$ cat src/rtl/cdr_pkg.sv
// Package for the calendar date register: item, date and result types,
// action and status codes, and the leap-year and month-length helpers.
// No dependencies.
package cdr_pkg;

  // Action codes
  localparam logic [1:0] ACT_LOAD = 2'd0;
  localparam logic [1:0] ACT_INC  = 2'd1;
  localparam logic [1:0] ACT_DIFF = 2'd2;

  // Status codes
  localparam logic [1:0] ST_OK      = 2'd0;
  localparam logic [1:0] ST_INVALID = 2'd1;
  localparam logic [1:0] ST_NODATE  = 2'd2;

  // Config register indexes
  localparam logic CFG_MIN_YEAR = 1'b0;
  localparam logic CFG_MAX_YEAR = 1'b1;

  localparam logic [11:0] MIN_YEAR_RST = 12'd1800;
  localparam logic [11:0] MAX_YEAR_RST = 12'd2050;

  // Inverse of 25 modulo 4096 and the largest multiple count below 4096
  localparam logic [11:0] INV25     = 12'd3113;
  localparam logic [11:0] DIV25_MAX = 12'd163;

  typedef struct packed {
    logic [4:0]  day;
    logic [3:0]  month;
    logic [11:0] year;
  } date_t;

  // Listed from the top bit down, so action sits in the lowest bits
  typedef struct packed {
    logic [11:0] in_year;
    logic [3:0]  in_month;
    logic [4:0]  in_day;
    logic [1:0]  action;
  } item_t;

  typedef struct packed {
    logic [1:0]         status;
    logic [4:0]         cur_day;
    logic [3:0]         cur_month;
    logic [11:0]        cur_year;
    logic signed [12:0] diff_years;
    logic signed [4:0]  diff_months;
    logic [4:0]         diff_days;
  } result_t;

  // Non-leap month length, zero for codes outside 1..12
  function automatic logic [4:0] month_len(input logic [3:0] m);
    case (m)
      4'd1, 4'd3, 4'd5, 4'd7, 4'd8, 4'd10, 4'd12: month_len = 5'd31;
      4'd4, 4'd6, 4'd9, 4'd11:                    month_len = 5'd30;
      4'd2:                                       month_len = 5'd28;
      default:                                    month_len = 5'd0;
    endcase
  endfunction

  // Divisible by 4 and not by 100, or by 400. Divisibility by 25 via the
  // modular inverse: y*inv(25) mod 4096 stays at or below 4095/25.
  function automatic logic is_leap(input logic [11:0] y);
    logic [23:0] p;
    logic        by25;
    p    = {12'd0, y} * {12'd0, INV25};
    by25 = (p[11:0] <= DIV25_MAX);
    is_leap = (y[1:0] == 2'd0) && (!by25 || (y[3:0] == 4'd0));
  endfunction

  function automatic logic [4:0] days_in(input logic [3:0] m, input logic [11:0] y);
    if (m == 4'd2 && is_leap(y)) begin
      days_in = 5'd29;
    end else begin
      days_in = month_len(m);
    end
  endfunction

endpackage

$ cat src/rtl/cdr_step.sv
// Next-state and result logic for one item of the calendar date register.
// Depends on cdr_pkg.
module cdr_step (
  input  cdr_pkg::item_t   item,
  input  cdr_pkg::date_t   date,
  input  logic [11:0]      min_year,
  input  logic [11:0]      max_year,
  output cdr_pkg::date_t   date_nxt,
  output cdr_pkg::result_t res
);

  logic              given_ok;
  logic              have_date;
  logic [4:0]        cur_len;
  logic [5:0]        inc_day;
  logic [3:0]        inc_month;
  logic [12:0]       inc_year;
  logic signed [12:0] dy;
  logic signed [4:0]  dm;
  logic [5:0]         dd;

  // Given-date validation
  always_comb begin
    given_ok = (item.in_year >= min_year) && (item.in_year <= max_year) &&
               (item.in_month >= 4'd1) && (item.in_month <= 4'd12) &&
               (item.in_day >= 5'd1) &&
               (item.in_day <= cdr_pkg::days_in(item.in_month, item.in_year));
    have_date = (date.month >= 4'd1) && (date.month <= 4'd12);
  end

  // One-day advance with month and year rollover
  always_comb begin
    cur_len   = cdr_pkg::days_in(date.month, date.year);
    inc_day   = {1'b0, date.day} + 6'd1;
    inc_month = date.month;
    inc_year  = {1'b0, date.year};
    if (inc_day > {1'b0, cur_len}) begin
      inc_day = 6'd1;
      if (date.month == 4'd12) begin
        inc_month = 4'd1;
        inc_year  = {1'b0, date.year} + 13'd1;
      end else begin
        inc_month = date.month + 4'd1;
      end
    end
  end

  // Difference with borrow by the given month's non-leap length
  always_comb begin
    dy = $signed({1'b0, date.year}) - $signed({1'b0, item.in_year});
    if (date.month < item.in_month) begin
      dy = dy - 13'sd1;
      dm = $signed(5'd12 - {1'b0, item.in_month} + {1'b0, date.month});
    end else begin
      dm = $signed({1'b0, date.month} - {1'b0, item.in_month});
    end
    if (date.day < item.in_day) begin
      dm = dm - 5'sd1;
      dd = {1'b0, cdr_pkg::month_len(item.in_month)} - {1'b0, item.in_day} +
           {1'b0, date.day};
    end else begin
      dd = {1'b0, date.day} - {1'b0, item.in_day};
    end
  end

  // Action select
  always_comb begin
    date_nxt        = date;
    res.status      = cdr_pkg::ST_OK;
    res.diff_years  = '0;
    res.diff_months = '0;
    res.diff_days   = '0;
    case (item.action)
      cdr_pkg::ACT_LOAD: begin
        if (given_ok) begin
          date_nxt.day   = item.in_day;
          date_nxt.month = item.in_month;
          date_nxt.year  = item.in_year;
        end else begin
          res.status = cdr_pkg::ST_INVALID;
        end
      end
      cdr_pkg::ACT_INC: begin
        if (!have_date || inc_year[12]) begin
          res.status = cdr_pkg::ST_NODATE;
        end else begin
          date_nxt.day   = inc_day[4:0];
          date_nxt.month = inc_month;
          date_nxt.year  = inc_year[11:0];
        end
      end
      cdr_pkg::ACT_DIFF: begin
        if (!given_ok) begin
          res.status = cdr_pkg::ST_INVALID;
        end else if (!have_date) begin
          res.status = cdr_pkg::ST_NODATE;
        end else begin
          res.diff_years  = dy;
          res.diff_months = dm;
          res.diff_days   = dd[4:0];
        end
      end
      default: ;
    endcase
    res.cur_day   = date_nxt.day;
    res.cur_month = date_nxt.month;
    res.cur_year  = date_nxt.year;
  end

endmodule

$ cat src/rtl/calendar_date_register.sv
// Calendar date register: input register, combinational step logic, result register.
// An item passes from the input register through the step logic into the result
// register. Throughput: one item per cycle while out_tready holds; each item sees the date
// left by the previous one.
// Reset (rst_n low, synchronous): no date stored, limits back to 1800..2050,
// both stages empty.
// Depends on cdr_pkg and cdr_step.
module calendar_date_register (
  input  logic        clk,
  input  logic        rst_n,
  // Config write port
  input  logic        cfg_wr_en,
  input  logic        cfg_addr,
  input  logic [11:0] cfg_wdata,
  // Input items
  input  logic        in_tvalid,
  output logic        in_tready,
  input  logic [23:0] in_tdata,   // action[1:0], in_day[6:2], in_month[10:7], in_year[22:11]
  // Result items
  output logic        out_tvalid,
  input  logic        out_tready,
  output logic [47:0] out_tdata   // status[1:0], cur_day[6:2], cur_month[10:7],
                                  // cur_year[22:11], diff_years[35:23],
                                  // diff_months[40:36], diff_days[45:41]
);

  logic              in_valid_r;
  cdr_pkg::item_t    item_r;
  logic              out_valid_r;
  cdr_pkg::result_t  res_r;
  cdr_pkg::result_t  res_nxt;
  cdr_pkg::date_t    date_r;
  cdr_pkg::date_t    date_nxt;
  logic [11:0]       min_year_r;
  logic [11:0]       max_year_r;
  logic              advance;

  // The step stage moves when the result register is free or draining
  assign advance   = !out_valid_r || out_tready;
  assign in_tready = !in_valid_r || advance;

  // Config registers
  always_ff @(posedge clk) begin
    if (!rst_n) begin
      min_year_r <= cdr_pkg::MIN_YEAR_RST;
      max_year_r <= cdr_pkg::MAX_YEAR_RST;
    end else if (cfg_wr_en) begin
      if (cfg_addr == cdr_pkg::CFG_MIN_YEAR) begin
        min_year_r <= cfg_wdata;
      end else begin
        max_year_r <= cfg_wdata;
      end
    end
  end

  // Input register
  always_ff @(posedge clk) begin
    if (!rst_n) begin
      in_valid_r <= 1'b0;
    end else if (in_tready) begin
      in_valid_r <= in_tvalid;
    end
  end

  always_ff @(posedge clk) begin
    if (in_tready && in_tvalid) begin
      item_r <= cdr_pkg::item_t'(in_tdata[22:0]);
    end
  end

  cdr_step u_step (
    .item     (item_r),
    .date     (date_r),
    .min_year (min_year_r),
    .max_year (max_year_r),
    .date_nxt (date_nxt),
    .res      (res_nxt)
  );

  // Stored date and result register
  always_ff @(posedge clk) begin
    if (!rst_n) begin
      date_r      <= '0;
      out_valid_r <= 1'b0;
    end else if (advance) begin
      out_valid_r <= in_valid_r;
      if (in_valid_r) begin
        date_r <= date_nxt;
      end
    end
  end

  always_ff @(posedge clk) begin
    if (advance && in_valid_r) begin
      res_r <= res_nxt;
    end
  end

  assign out_tvalid = out_valid_r;
  assign out_tdata  = {2'b00, res_r.diff_days, res_r.diff_months, res_r.diff_years,
                       res_r.cur_year, res_r.cur_month, res_r.cur_day, res_r.status};

endmodule
$ cat config.mk
export PLATFORM = sky130hd
export DESIGN_NAME = calendar_date_register
export DESIGN_NICKNAME = d
export VERILOG_FILES = /design/src/rtl/cdr_pkg.sv /design/src/rtl/cdr_step.sv /design/src/rtl/calendar_date_register.sv
export SDC_FILE = /design/constraint.sdc
export NUM_CORES = 1
export LEC_CHECK = 0
export BUFFER_PORTS_ARGS = -buffer_cell sky130_fd_sc_hd__buf_2
export CAP_MARGIN = 20
export CORE_MARGIN = 4
export CORE_UTILIZATION = 45
export DETAILED_ROUTE_END_ITERATION = 10
export REMOVE_ABC_BUFFERS = 1
export SKIP_LAST_GASP = 1
export SLEW_MARGIN = 20
export SYNTH_ARGS = -nofsm -noshare
export SYNTH_HDL_FRONTEND = slang
export SYNTH_SLANG_ARGS = --single-unit
$ cat constraint.sdc
create_clock -name clk -period 6.3 [get_ports clk]
set_input_delay 0 -clock clk [delete_from_list [all_inputs] [get_ports clk]]
set_output_delay 0 -clock clk [all_outputs]
set_load 0.05 [all_outputs]
==> results by group <==
Logic synthesis
  • Share of the synthesized area in the top cell type: 0.222
  • Yosys cell types: 96
  • Leading area contributor after synthesis: edfxtp_1
  • Mapped cell area: 9340 um^2
  • Seq/Total Area, Yosys: 0.336
  • Top cells by count, synth: ha_1, inv_1, nand2_1, nor2_1, edfxtp_1
  • Number of synthesized flops with an enable pin: 69
  • Register bit total from synthesis: 122
  • Leading post-synthesis cells by cell area: edfxtp_1, ha_1, dfxtp_1, fa_1, inv_1
  • Synth Area per Inst: ~9.4 um^2
  • Most common cell in the synthesized netlist: ha_1
  • Async set or reset register ratio after synthesis: 0
  • Post-Synthesis Cells: 989
  • Yosys warning count: 0
  • Top_reg_cell synth: edfxtp_1

Floorplan
  • Starting Density: 0.460
  • # rows: 52
  • Core area: 20300 um^2
  • Die height: ~150 um
  • DIE AREA: 23100 um^2
  • Die span in x: 152 um
  • # IOs: 92

Power and ir drop
  • Leakage: about 0.0049 uW
  • Seq pwr share: 0.364
  • Pwr dens: 232 nW/um^2
  • Power Internal: 1730 uW
  • Maximum VDD drop: between 150 and 200 uV
  • Power share of the clock group: 0.360
  • Sw Share: 0.326
  • Switching power: roughly 840 uW
  • Comb power frac: 0.276

CTS
  • CTS Buf Count: 17
  • Clk root buf: clkbuf_16
  • H-tree depth: 4
  • Clk_lat worst skew: 0.42 ns
  • Clock-pin slew on the worst setup and hold paths: roughly 0.06 ns
  • Clock sinks: 122
  • CTS max path bufs: 2
  • CTS tree: done

STA
  • Final Critical Period: between 5 and 6 ns
  • Pins over their slew limit: 0
  • Setup violations, final: 0
  • Clock Skews: 0.0108 ns
  • Hold slack: 0.122 ns
  • Max-slew headroom: 0.289
  • Final Cycle Share: 0.927
  • Worst Max-Slew Pin Slew: approximately 1.1 ns
  • Max Clock Freq: 0.171 GHz
  • Hold Vio Cnt, Final: 0
  • Setup WS post-layout: 0.458 ns

Worst setup path
  • Startpoint Class: register
  • CP endpoint kind: register
  • Reg2Reg Depth: 25
  • CP max FO: 9
  • CP required: ~6.5 ns
  • CP Class: reg2reg
  • WP data arrival: 6.03 ns

Detailed routing
  • WL per Instance: 16.5 um
  • Post-DR vias/cell: 5.37
  • Via count: around 7600
  • Detailed router's first-iteration violation count: 489
  • Drt total wl: 23200 um
  • Drt first pass iters: 5
  • Routed Antenna Nets: 0
  • DR DRC count: 0

Hold path
  • Worst hold-check path type: in2reg
  • Hold path depth: 4

Cells and area
  • Antenna Diode Count: 0
  • Post-route insts no fill: 1408
  • Area grow syn2layout: 18.4%
  • Ratio of cells with drive above 1 in the final layout: 0.163
  • Nets: 1310

Placement
  • # port buffers: ~90
  • Routability cong.: between 0.8 and 0.9
  • Placed wire-length estimate: 17400 um
  • Dpl cells: 1337
  • Placement Setup Slack: 0.275 ns

GRT
  • Total gr overflow: 0
  • Initial antenna violation count: 0
  • Largest net degree at the start of global routing: 54
  • First-pass GRT wire length: 38000 um
  • Vias in the first global route: 7362
  • Gr usage total: 0.201

Job
  • Max-Cap Viols: 0

Run status
  • Outcome: finished clean
-- timing repair --
action | in CTS | in global routing
buffers inserted | 0 | 1
resized for setup | 0 | 2
endpoints found under the setup margin | 0 | 19
hold buffers | 38 | 0
endpoints found under the hold margin | 51 | 0
-- cell type report --
| type | instances | area (um^2) |
|---|---|---|
| Multi-Input combinational cell | 722 | 5620 |
| Fill cell | 1886 | 9240 |
| Clock inverter | 9 | 60.1 |
| Clock buffer | 23 | 489 |
| Inverter | 114 | 428 |
| Tap cell | 270 | 338 |
| Sequential cell | 122 | 3130 |
| Timing Repair Buffer | 148 | 986 |
-- per-stage QoR --
| stage | utilization | power, uW | area, um^2 | setup TNS [ns] |
|---|---|---|---|---|
| 3_5_place_dp | 0.498 | 1630 | 10100 | 0 |
| 6_report | 0.545 | 2560 | 11100 | 0 |
| 5_1_grt | 0.545 | 2720 | 11100 | -0.0149 |
| 4_1_cts | 0.544 | 2580 | 11000 | 0 |
| 2_1_floorplan | - | 1450 | 9170 | 0 |
| 3_3_place_gp | 0.498 | 1620 | 10100 | 0 |
-- registers in the layout, indices dropped and copies added (netlist names), named ones only --
name        cells
max_year_r     12
date_r         21
min_year_r     12
out_tvalid      1
in_valid_r      1
item_r         23
out_tdata      46
-- kinds of logic (layout without fill, tap and decap cells) --
family	count (synthesis)	in the layout	synth area share
AND/OR/NAND/NOR	285	285	0.155
buffers and inverters	146	294	0.0638
XOR/XNOR	58	58	0.0544
adder cells (fa/ha/maj)	143	143	0.209
other	1	2	0.000402
flip-flops	122	122	0.336
AO/OA/AOI/OAI	227	227	0.174
multiplexers	7	7	0.00818
-- worst max-delay path, stage by stage, from the launching register on --
cell	delay (ns)
edfxtp_1	0.57
ha_1	0.22
inv_1	0.05
fa_1	0.47
inv_1	0.04
ha_1	0.29
inv_1	0.06
fa_1	0.45
inv_1	0.07
a21o_1	0.11
a21oi_1	0.09
xnor2_1	0.13
a2111oi_0	0.40
a31oi_1	0.28
nand2b_1	0.22
ha_1	0.27
nor2b_1	0.13
nor3_1	0.11
o21ai_0	0.13
a21oi_2	0.28
nand3_2	0.28
a21oi_4	0.31
nand2_1	0.14
a222oi_1	0.28
buf_4	0.19
inv_1	0.04
-- power groups by stage --
stage / Clock [uW] / Sequential [uW] / Combinational, uW
2_1_floorplan: 0 / 985 / 469
3_3_place_gp: 0 / 948 / 676
3_5_place_dp: 0 / 949 / 685
4_1_cts: 938 / 933 / 709
5_1_grt: 980 / 938 / 799
6_report: 924 / 933 / 708
-- cell usage in the layout, fill, tap and decap left out, types with 10 or more instances in the layout --
master / n
nand4_1: 10
xnor2_1: 37
nand2_1: 82
nor2b_1: 11
a21boi_0: 18
dlygate4sd3_1: 38
buf_4: 22
inv_1: 109
edfxtp_1: 69
o211ai_1: 10
o21ai_0: 41
nor2_1: 78
nand3_1: 20
fa_1: 21
nor3_1: 17
xor2_1: 21
a21oi_1: 48
clkbuf_16: 18
buf_2: 88
dfxtp_1: 53
a21o_1: 11
a31oi_1: 12
ha_1: 122
-- final timing paths --
| path | startpoint | slack [ns] | endpoint |
|---|---|---|---|
| setup reg to reg | item_r[11]$_DFFE_PP_ | 0.46 | out_tdata[12]$_DFFE_PP_ |
| setup / recovery | item_r[11]$_DFFE_PP_ | 0.46 | out_tdata[12]$_DFFE_PP_ |
| hold / removal | cfg_wr_en | 0.12 | min_year_r[5]$_SDFFE_PN0P_ |
| hold reg to reg | min_year_r[2]$_SDFFE_PN0P_ | 0.46 | min_year_r[2]$_SDFFE_PN0P_ |
-- metal layers --
metal  GRT usage  up-vias  part of all wire
met1       0.278     3515              0.48
li1            -     3799                 -
met3      0.0347       38             0.049
met4      0.0612        0             0.022
met2       0.323      215              0.45
met5           0        -                 0
Note: power is estimated with default switching activity, not from simulation.
